--- config.mk ---
export PLATFORM = sky130hd
export DESIGN_NAME = uniform_grid_linear_resampler
export DESIGN_NICKNAME = d
export VERILOG_FILES = /design/src/uglr_pkg.sv /design/src/uniform_grid_linear_resampler.sv
export SDC_FILE = /design/constraint.sdc
export NUM_CORES = 2
export LEC_CHECK = 0
export ABC_AREA = 1
export BUFFER_PORTS_ARGS = -buffer_cell sky130_fd_sc_hd__buf_2
export CAP_MARGIN = 20
export CORE_ASPECT_RATIO = 0.5
export CORE_MARGIN = 2
export CORE_UTILIZATION = 55
export CTS_CLUSTER_SIZE = 14
export DETAILED_ROUTE_END_ITERATION = 10
export GPL_TIMING_DRIVEN = 1
export PLACE_DENSITY = 0.72
export SETUP_SLACK_MARGIN = 0.1
export SKIP_LAST_GASP = 1
export SLEW_MARGIN = 20
export SYNTH_ARGS = -nofsm -noshare
export SYNTH_HDL_FRONTEND = slang
export SYNTH_SLANG_ARGS = --single-unit
export TNS_END_PERCENT = 10
--- constraint.sdc ---
create_clock -name clk_i -period 11.7 [get_ports clk_i]
set_input_delay 0.585 -clock clk_i [delete_from_list [all_inputs] [get_ports clk_i]]
set_output_delay 0.585 -clock clk_i [all_outputs]
set_load 0.05 [all_outputs]
--- src/uglr_pkg.sv ---
// ----------------------------------------------------------------------------
// uglr_pkg: shared types and constants of the uniform grid linear resampler
// Sequencer states, status codes and stream widths.
// ----------------------------------------------------------------------------
package uglr_pkg;

  localparam int unsigned MaxRunDefault = 64;

  localparam int unsigned XW       = 32;
  localparam int unsigned YW       = 32;
  localparam int unsigned GXW      = 33;
  localparam int unsigned InDataW  = 64;
  localparam int unsigned OutDataW = 72;
  localparam int unsigned OutUserW = 3;

  typedef enum logic [2:0] {
    ST_IDLE,
    ST_COUNT,
    ST_MUL,
    ST_DIV,
    ST_FIN,
    ST_OUT
  } state_e;

  typedef enum logic [1:0] {
    STS_OK       = 2'd0,
    STS_NOT_INCR = 2'd1,
    STS_RUN_GAP  = 2'd2,
    STS_SHORT    = 2'd3
  } status_e;

endpackage

--- src/uniform_grid_linear_resampler.sv ---
// ----------------------------------------------------------------------------
// uniform_grid_linear_resampler: resample a point series onto a uniform grid
//
// Channel   Dir  Signals                       Payload
// s_axis    in   tvalid tready tdata tlast     point_x, point_y / last_point
// m_axis    out  tvalid tready tdata tlast     grid_x, grid_y / run_last
//                tuser                         series_done, status
// cfg       in   cfg_valid_i cfg_ready_o       grid_step
//                cfg_data_i
//
// A point is taken while idle, then a grid walk finds the samples in reach,
// with count <= min(MAX_RUN, 64) + 1. Each interpolated sample takes a
// multiply step, the restoring divider, a format step and an output step;
// no new point is taken until the previous one is done.
// Reset clears the series state and sets grid_step to 1. While m_axis_tready
// is low the pending result holds and the sequencer waits.
// ----------------------------------------------------------------------------
module uniform_grid_linear_resampler #(
  parameter int unsigned MAX_RUN = uglr_pkg::MaxRunDefault
) (
  input  logic                          clk_i,
  input  logic                          rst_ni,
  // config write
  input  logic                          cfg_valid_i,
  output logic                          cfg_ready_o,
  input  logic [31:0]                   cfg_data_i,
  // input points
  input  logic                          s_axis_tvalid,
  output logic                          s_axis_tready,
  input  logic [uglr_pkg::InDataW-1:0]  s_axis_tdata,   // point_x, point_y
  input  logic                          s_axis_tlast,   // last_point
  // output samples
  output logic                          m_axis_tvalid,
  input  logic                          m_axis_tready,
  output logic [uglr_pkg::OutDataW-1:0] m_axis_tdata,   // grid_x, grid_y, zero pad
  output logic                          m_axis_tlast,   // run_last
  output logic [uglr_pkg::OutUserW-1:0] m_axis_tuser    // series_done, status
);

  import uglr_pkg::*;

  // run limit saturates at 64 samples
  localparam int unsigned RunLim = (MAX_RUN > 64) ? 64 : MAX_RUN;
  localparam int unsigned CntW = $clog2(RunLim + 2);
  localparam logic [CntW-1:0] MaxRunC = CntW'(RunLim);

  state_e state_q, state_d;

  logic [31:0]     step_q;
  logic [XW-1:0]   prev_x_q, prev_x_d;
  logic [YW-1:0]   prev_y_q, prev_y_d;
  logic [GXW-1:0]  next_grid_q, next_grid_d;
  logic            have_prev_q, have_prev_d;

  logic [XW-1:0]   x_q, x_d;
  logic [YW-1:0]   y_q, y_d;
  logic            last_q, last_d;
  logic [XW-1:0]   dx_q, dx_d;
  logic [YW-1:0]   a_q, a_d;
  logic            neg_q, neg_d;
  logic [GXW-1:0]  g_q, g_d;
  logic [CntW-1:0] cnt_q, cnt_d;
  logic            extra_q, extra_d;
  logic [31:0]     rem_q, rem_d;
  logic [31:0]     lo_q, lo_d;
  logic [4:0]      div_cnt_q, div_cnt_d;

  logic [GXW-1:0]  gx_q, gx_d;
  logic [YW-1:0]   gy_q, gy_d;
  logic            rl_q, rl_d;
  logic            sd_q, sd_d;
  status_e         st_q, st_d;

  logic [31:0]     step_eff;
  logic [GXW-1:0]  g_step;
  logic [GXW-1:0]  x_plus_step;
  logic [XW:0]     dx_in;
  logic [YW:0]     dy_in;
  logic [YW:0]     dy_abs;
  logic [XW-1:0]   off;
  logic [32:0]     div_t;
  logic            div_ge;
  logic [32:0]     div_sub;
  logic            extra_now;
  logic [CntW-1:0] total;
  logic            in_xfer;

  assign cfg_ready_o   = 1'b1;
  assign s_axis_tready = (state_q == ST_IDLE);
  assign in_xfer       = s_axis_tvalid && s_axis_tready;

  assign m_axis_tvalid = (state_q == ST_OUT);
  assign m_axis_tdata  = {(OutDataW - GXW - YW)'(0), gy_q, gx_q};
  assign m_axis_tlast  = rl_q;
  assign m_axis_tuser  = {st_q, sd_q};

  // zero step behaves as a unit step
  assign step_eff    = (step_q == '0) ? 32'd1 : step_q;
  assign g_step      = g_q + {1'b0, step_eff};
  assign x_plus_step = {1'b0, x_q} + {1'b0, step_eff};

  assign dx_in  = {1'b0, s_axis_tdata[XW-1:0]} - {1'b0, prev_x_q};
  assign dy_in  = {s_axis_tdata[InDataW-1], s_axis_tdata[InDataW-1:XW]}
                - {prev_y_q[YW-1], prev_y_q};
  assign dy_abs = dy_in[YW] ? (~dy_in + (YW+1)'(1)) : dy_in;

  assign off = g_q[XW-1:0] - prev_x_q;

  // one restoring step: shift in the next dividend bit, subtract if it fits
  assign div_t   = {rem_q, lo_q[31]};
  assign div_ge  = (div_t >= {1'b0, dx_q});
  assign div_sub = div_t - {1'b0, dx_q};

  assign extra_now = last_q && (g_q != x_plus_step);
  assign total     = cnt_q + CntW'(extra_now);

  always_comb begin
    state_d     = state_q;
    prev_x_d    = prev_x_q;
    prev_y_d    = prev_y_q;
    next_grid_d = next_grid_q;
    have_prev_d = have_prev_q;
    x_d         = x_q;
    y_d         = y_q;
    last_d      = last_q;
    dx_d        = dx_q;
    a_d         = a_q;
    neg_d       = neg_q;
    g_d         = g_q;
    cnt_d       = cnt_q;
    extra_d     = extra_q;
    rem_d       = rem_q;
    lo_d        = lo_q;
    div_cnt_d   = div_cnt_q;
    gx_d        = gx_q;
    gy_d        = gy_q;
    rl_d        = rl_q;
    sd_d        = sd_q;
    st_d        = st_q;

    unique case (state_q)
      ST_IDLE: begin
        if (in_xfer) begin
          x_d    = s_axis_tdata[XW-1:0];
          y_d    = s_axis_tdata[InDataW-1:XW];
          last_d = s_axis_tlast;
          dx_d   = dx_in[XW-1:0];
          a_d    = dy_abs[YW-1:0];
          neg_d  = dy_in[YW];
          g_d    = next_grid_q;
          cnt_d  = '0;
          if (!have_prev_q) begin
            if (s_axis_tlast) begin
              gx_d    = '0;
              gy_d    = '0;
              rl_d    = 1'b1;
              sd_d    = 1'b1;
              st_d    = STS_SHORT;
              state_d = ST_OUT;
            end else begin
              prev_x_d    = s_axis_tdata[XW-1:0];
              prev_y_d    = s_axis_tdata[InDataW-1:XW];
              next_grid_d = {1'b0, s_axis_tdata[XW-1:0]};
              have_prev_d = 1'b1;
            end
          end else if (dx_in[XW] || (dx_in[XW-1:0] == '0)) begin
            gx_d    = '0;
            gy_d    = '0;
            rl_d    = 1'b1;
            sd_d    = 1'b1;
            st_d    = STS_NOT_INCR;
            state_d = ST_OUT;
          end else begin
            state_d = ST_COUNT;
          end
        end
      end

      ST_COUNT: begin
        extra_d = extra_now;
        if ((g_q <= {1'b0, x_q}) && (cnt_q <= MaxRunC)) begin
          g_d   = g_step;
          cnt_d = cnt_q + CntW'(1);
        end else if ((cnt_q > MaxRunC) || (total > MaxRunC)) begin
          gx_d    = '0;
          gy_d    = '0;
          rl_d    = 1'b1;
          sd_d    = 1'b1;
          st_d    = STS_RUN_GAP;
          state_d = ST_OUT;
        end else begin
          // keep the end of the walk as the next grid position, rewind g
          next_grid_d = g_q;
          g_d         = next_grid_q;
          if (cnt_q != '0) begin
            state_d = ST_MUL;
          end else if (extra_now) begin
            gx_d    = g_q;
            gy_d    = y_q;
            rl_d    = 1'b1;
            sd_d    = 1'b1;
            st_d    = STS_OK;
            state_d = ST_OUT;
          end else begin
            if (last_q) begin
              prev_x_d    = '0;
              prev_y_d    = '0;
              next_grid_d = '0;
              have_prev_d = 1'b0;
            end else begin
              prev_x_d = x_q;
              prev_y_d = y_q;
            end
            state_d = ST_IDLE;
          end
        end
      end

      ST_MUL: begin
        {rem_d, lo_d} = a_q * off;
        div_cnt_d     = '0;
        state_d       = ST_DIV;
      end

      ST_DIV: begin
        rem_d     = div_ge ? div_sub[31:0] : div_t[31:0];
        lo_d      = {lo_q[30:0], div_ge};
        div_cnt_d = div_cnt_q + 5'd1;
        if (div_cnt_q == '1) begin
          state_d = ST_FIN;
        end
      end

      ST_FIN: begin
        gx_d    = g_q;
        gy_d    = neg_q ? (prev_y_q - lo_q) : (prev_y_q + lo_q);
        rl_d    = (cnt_q == CntW'(1)) && !extra_q;
        sd_d    = (cnt_q == CntW'(1)) && !extra_q && last_q;
        st_d    = STS_OK;
        state_d = ST_OUT;
      end

      ST_OUT: begin
        if (m_axis_tready) begin
          if (rl_q) begin
            if (last_q || (st_q != STS_OK)) begin
              prev_x_d    = '0;
              prev_y_d    = '0;
              next_grid_d = '0;
              have_prev_d = 1'b0;
            end else begin
              prev_x_d = x_q;
              prev_y_d = y_q;
            end
            state_d = ST_IDLE;
          end else begin
            g_d   = g_step;
            cnt_d = cnt_q - CntW'(1);
            if (cnt_q != CntW'(1)) begin
              state_d = ST_MUL;
            end else begin
              // sample past the last x carries the last y
              gx_d = g_step;
              gy_d = y_q;
              rl_d = 1'b1;
              sd_d = 1'b1;
              st_d = STS_OK;
            end
          end
        end
      end

      default: state_d = ST_IDLE;
    endcase
  end

  always_ff @(posedge clk_i or negedge rst_ni) begin
    if (!rst_ni) begin
      state_q <= ST_IDLE;
    end else begin
      state_q <= state_d;
    end
  end

  always_ff @(posedge clk_i or negedge rst_ni) begin
    if (!rst_ni) begin
      step_q      <= 32'd1;
      prev_x_q    <= '0;
      prev_y_q    <= '0;
      next_grid_q <= '0;
      have_prev_q <= 1'b0;
      cnt_q       <= '0;
      extra_q     <= 1'b0;
      div_cnt_q   <= '0;
      rl_q        <= 1'b0;
      sd_q        <= 1'b0;
      st_q        <= STS_OK;
    end else begin
      if (cfg_valid_i && cfg_ready_o) begin
        step_q <= cfg_data_i;
      end
      prev_x_q    <= prev_x_d;
      prev_y_q    <= prev_y_d;
      next_grid_q <= next_grid_d;
      have_prev_q <= have_prev_d;
      cnt_q       <= cnt_d;
      extra_q     <= extra_d;
      div_cnt_q   <= div_cnt_d;
      rl_q        <= rl_d;
      sd_q        <= sd_d;
      st_q        <= st_d;
    end
  end

  always_ff @(posedge clk_i) begin
    x_q    <= x_d;
    y_q    <= y_d;
    last_q <= last_d;
    dx_q   <= dx_d;
    a_q    <= a_d;
    neg_q  <= neg_d;
    g_q    <= g_d;
    rem_q  <= rem_d;
    lo_q   <= lo_d;
    gx_q   <= gx_d;
    gy_q   <= gy_d;
  end

  a_no_overlap: assert property (@(posedge clk_i) disable iff (!rst_ni)
    !(s_axis_tready && m_axis_tvalid))
    else $error("input taken while a result is pending");

  a_err_form: assert property (@(posedge clk_i) disable iff (!rst_ni)
    (m_axis_tvalid && (st_q != STS_OK)) |-> (rl_q && sd_q && (gx_q == '0)))
    else $error("error result not closing the series");

  a_done_is_last: assert property (@(posedge clk_i) disable iff (!rst_ni)
    (m_axis_tvalid && sd_q) |-> rl_q)
    else $error("series end without run end");

  a_emit_count: assert property (@(posedge clk_i) disable iff (!rst_ni)
    (state_q == ST_MUL) |-> ((cnt_q != '0) && (cnt_q <= MaxRunC)))
    else $error("sample emission with bad remaining count");

  a_div_len: assert property (@(posedge clk_i) disable iff (!rst_ni)
    (state_q == ST_FIN) |-> ($past(state_q) == ST_DIV))
    else $error("format step not preceded by divide");

endmodule
* Yosys cells after proc, flatten, opt, wreduce, memory -nomap -nowiden
Cells that the tools add are included.
** Word-level totals
- Register bits :: 442
- Word-level logic and storage cells :: 230
- Output and inout bits :: 79
- Bits of input ports :: 102
** Operators by class
- Add/subtract/negate cells :: 13
- Equality and inequality tests :: 30
- Reduce and logical (&&, ||, !) cells :: 26
- Bitwise gates (word level) :: 1
- Multiplexer cells :: 131
- Magnitude comparators :: 5
- $mul :: 1
** Operators with widths (number)
- $mux 32 :: 37
- $mux 33 :: 27
- $pmux 33 s3 :: 2
- $pmux 32 s3 :: 2
- $pmux 33 s4 :: 1
- $pmux 32 s2 :: 2
- $pmux 32 s4 :: 1
- $sub 32x32->32 :: 3
- $sub 32x32->33 :: 2
- $logic_not 32->1 :: 2
- $mul 32x32->64 :: 1
- $mux 3 :: 12
- $add 32x32->33 :: 1
- $add 33x32->33 :: 1
- $ge 33x32->1 :: 1
- $le 33x32->1 :: 1
- $ne 33x33->1 :: 1
- $add 32x1->32 const B :: 1
- $add 32x32->32 :: 1
- $not 32->32 :: 1
- $reduce_and 10->1 :: 3
- $mux 7 :: 4
- $mux 1 :: 25
- $mux 2 :: 11
- other kinds (36) :: 64

* Depth between registers and ports, before layout
- Depth after elaboration :: 11
- Depth in mapped cells :: 46
- Gate-level depth less buffers :: 45

* Least setup slack after synthesis
OpenSTA, ideal clock, no wires.
- Path kind :: register -> register
- From :: register g_q[0]
- To :: register rem_q[15], data pin
- Period minus slack after synthesis :: 8769 ps
- Required time :: 11440 ps
- Setup time :: 260 ps
- Buffers on the path :: 2
- Arrival :: 8508 ps
- Stages on the path, launching flop included :: 40
- Setup slack :: 2931 ps
- Cell sequence :: edfxtp_1 > inv_1 > ha_1 > fa_1 > inv_1 > nand3_1 > nand2_1 > a21oi_1 > o21bai_2 > nand2_1 > a31oi_2 > a21oi_1 > or2_2 > nand2_1 > buf_2 > buf_1 > nor2_1 > fa_1 > (+4 left out) > inv_1 > fa_1 > fa_1 > fa_1 > fa_1 > ha_1 > a21oi_1 > inv_1 > a31oi_1 > inv_1 > a21oi_1 > a21boi_0 > o21ai_0 > a21boi_0 > o21ai_0 > or2_2 > nand3_1 > o21ai_0
** On the way
- Longest elaborated chain between the ends :: 3
** RTL lines
- start: declaration :: RTL line uniform_grid_linear_resampler.sv:61 : logic [GXW-1:0] g_q, g_d;
- start signal: assignment :: RTL line uniform_grid_linear_resampler.sv:322 : g_q <= g_d;
- $sub 32x32->32 :: RTL line uniform_grid_linear_resampler.sv:107 : assign off = g_q[XW-1:0] - prev_x_q;
- $mul 32x32->64 :: RTL line uniform_grid_linear_resampler.sv:220 : {rem_d, lo_d} = a_q * off;
- $pmux 32 s2 :: RTL line uniform_grid_linear_resampler.sv:141 : unique case (state_q)
- via rem_d[15] :: RTL line uniform_grid_linear_resampler.sv:64 : logic [31:0] rem_q, rem_d;
- end signal: assignment :: RTL line uniform_grid_linear_resampler.sv:323 : rem_q <= rem_d;
- end: declaration :: RTL line uniform_grid_linear_resampler.sv:64
The timed path passes the listed nets, and every way through them passes these cells.
A chain may end at the register's enable or synchronous reset.

* Final worst setup path
- From :: register g_q[0]
- To :: register rem_q[29], data pin
The elaborated chain is that of the path after synthesis.

==> run metrics <==
worst slew pin tran 1.10 ns; fmax 90.7 MHz; cells after synthesis 8860; WL/cell 22.9 um; async set-reset flop share out of synthesis 0.339; CP Launch Point g_q[0]$_DFFE_PP_; DIE WIDTH 504 um; Buffers & Inverters on Critical Path 5; I/O Buffers 172; Starting Density 0.556; worst r2r path cells 40; critical path arrival 11.39 ns; relative slew slack 0.261; Crit-path slowest cell nand2_2; most area-hungry cell type in the Yosys netlist fa_1; total congestion overflow 0; post-DP HPWL 192000 um; worst hold path startpoint s_axis_tdata[0]; CP required 12.06 ns; die area 128000 um^2; RR Startpoint g_q[0]$_DFFE_PP_; synth top area cells fa_1, edfxtp_1, inv_1; Worst path depth 40; crit start category register; yosys warns 0; largest net degree at the start of global routing 79; Seq cells post-synth 442; H-Tree Depth 2; Final Setup Violations 0; CTS max path bufs 3; Post-Syn Area 68800 um^2; Nets 10.4k; CTS buffer count 51; worst flop-to-flop path endpoint rem_q[29]$_DFFE_PP_; initial drt markers 6843; drt drc 0; clk_lat worst skew 0.64 ns; hold endpoint x_q[0]$_DFFE_PP_; Ports 181; Core ar. 124000 um^2; Hold WC Path Type input port to register; CTS tree built; Synth cell types 71; CP top delay family adder cells; WS Path Type register to register; Root Driver clkbuf_16; initial antenna violation count 10; Post-synth EDFFs 292; final WL 242000 um; first-pass GRT wire length 365000 um; Pre-antenna DRT Iters 6; GRT Overall Usage 0.379; Reg clk slew, reported paths 0.07 ns; final worst path period share 0.943; worst-path fanout max 18; Top FF cell, synth edfxtp_1; placed instance count 10.5k; RSZ-0062 raised after global routing no; Layout area overhead 5.99%; Vias per Instance 5.80; status finished, final reports clean; vias in the first global route 59.8k; WHS Path Cells 1; sequential fraction of the synthesis area 0.182; Worst setup EP type register; Die H 254 um; Syn Area/Cell 7.77 um^2; Slew Viols, Final 0; Setup Skew 0.0379 ns; most frequent cells after synthesis inv_1, nand2_1, nor2_1; RePlAce Congestion 1.07; CP peak stage delay 0.61 ns; ANT nets after route 0; top-count cell post-synth inv_1; DR vias 61.3k; final hold violations 0; max-cap violation count 0; top cell type's share of synthesized area 0.263; num rows 91; post-route minimum period 11.03 ns; TritonCTS Sinks 442; setup tns final 0 ns; slack of the worst reg-to-reg path 0.67 ns; final cell count without fillers 10.6k; Setup Fix Bufs, Post-CTS 0; layout cells sized above 1 0.0686
[worst reg2reg max path: cells and delay by family (launching register included)]
kind	cells	cell delay, ns
AND/OR/NAND/NOR	13	2.66
buffers and inverters	5	0.42
adder cells (fa/ha/maj)	11	4.90
flip-flops	1	0.40
AO/OA/AOI/OAI	11	2.38
[worst max path at each step]
stage,end
global placement,rem_q[23]$_DFFE_PP_
global route,rem_q[29]$_DFFE_PP_
floorplan,rem_q[15]$_DFFE_PP_
detailed placement,rem_q[15]$_DFFE_PP_
CTS,rem_q[15]$_DFFE_PP_
finish,rem_q[29]$_DFFE_PP_
[state kept, by name, summed over array words and instances (netlist names)]
name	count
prev_y_q	32
sd_q	1
g_q	33
have_prev_q	1
rem_q	32
gy_q	32
step_q	32
prev_x_q	32
last_q	1
next_grid_q	33
lo_q	32
a_q	32
st_q	2
neg_q	1
x_q	32
m_axis_tlast	1
cnt_q	7
dx_q	32
div_cnt_q	5
gx_q	33
extra_q	1
y_q	32
state_q	3
[cells in the final DEF, fill, tap and decap left out, types with 64 or more instances in the layout]
cell and n:
nor2_1 977, a21oi_1 421, nand2_2 65, xnor2_1 96
nand4_1 79, a31oi_1 71, ha_1 528, edfxtp_1 292
fa_1 903, o21ai_2 67, buf_4 95, nand3_1 418
nand2_1 1744, inv_1 1778, dfrtp_1 149, o21ai_0 324
buf_2 171, nor3_1 64, xor2_1 124
[per-stage QoR]
stage | area, um^2 | hold slack [ns] | setup WS (ns) | util
finish | 72900 | 0.148 | 0.671 | 0.590
global route | 72900 | 0.142 | 0.316 | 0.590
CTS | 72900 | 0.123 | 1.02 | 0.589
detailed placement | 71100 | 0.460 | 1.10 | 0.575
global placement | 71100 | 0.462 | 1.13 | 0.575
floorplan | 68800 | 0.289 | 2.93 | -
[cells by family (layout without fill, tap and decap cells)]
| family | count (synthesis) | in the layout | share of synthesized area |
|---|---|---|---|
| AO/OA/AOI/OAI | 1093 | 1093 | 0.0930 |
| multiplexers | 31 | 31 | 0.00507 |
| adder cells (fa/ha/maj) | 1431 | 1431 | 0.359 |
| flip-flops | 442 | 442 | 0.182 |
| buffers and inverters | 2144 | 2180 | 0.121 |
| other | 2 | 11 | 0.000109 |
| XOR/XNOR | 221 | 221 | 0.0283 |
| AND/OR/NAND/NOR | 3496 | 3496 | 0.212 |
[layer usage]
metal | vias up | track usage | share of wire | routed length [um]
met1 | 29500 | 0.514 | 0.40 | 96100
met4 | 10 | 0.166 | 0.054 | 13200
met5 | - | 0 | 0.00038 | 93
li1 | 27600 | - | - | -
met3 | 684 | 0.122 | 0.14 | 33100
met2 | 3504 | 0.555 | 0.41 | 99500
[timing repair]
action / 4_1_cts / 5_1_grt
hold buffers: 1 / 0
resized for setup: 0 / 0
endpoints found under the hold margin: 50 / 0
[area by class of cell]
class,count,area (um^2)
antenna,3,7.51
clock buffer,69,1440
clock inverter,26,330
fill,11400,50700
inverter,1814,6810
multi-input combinational,6280,48100
sequential,442,12500
tap,1674,2090
timing repair buffer,271,1660
Power is left out: the tool's default activity adds up to more than one toggle a clock period on the data nets, which glitch-free logic cannot reach.
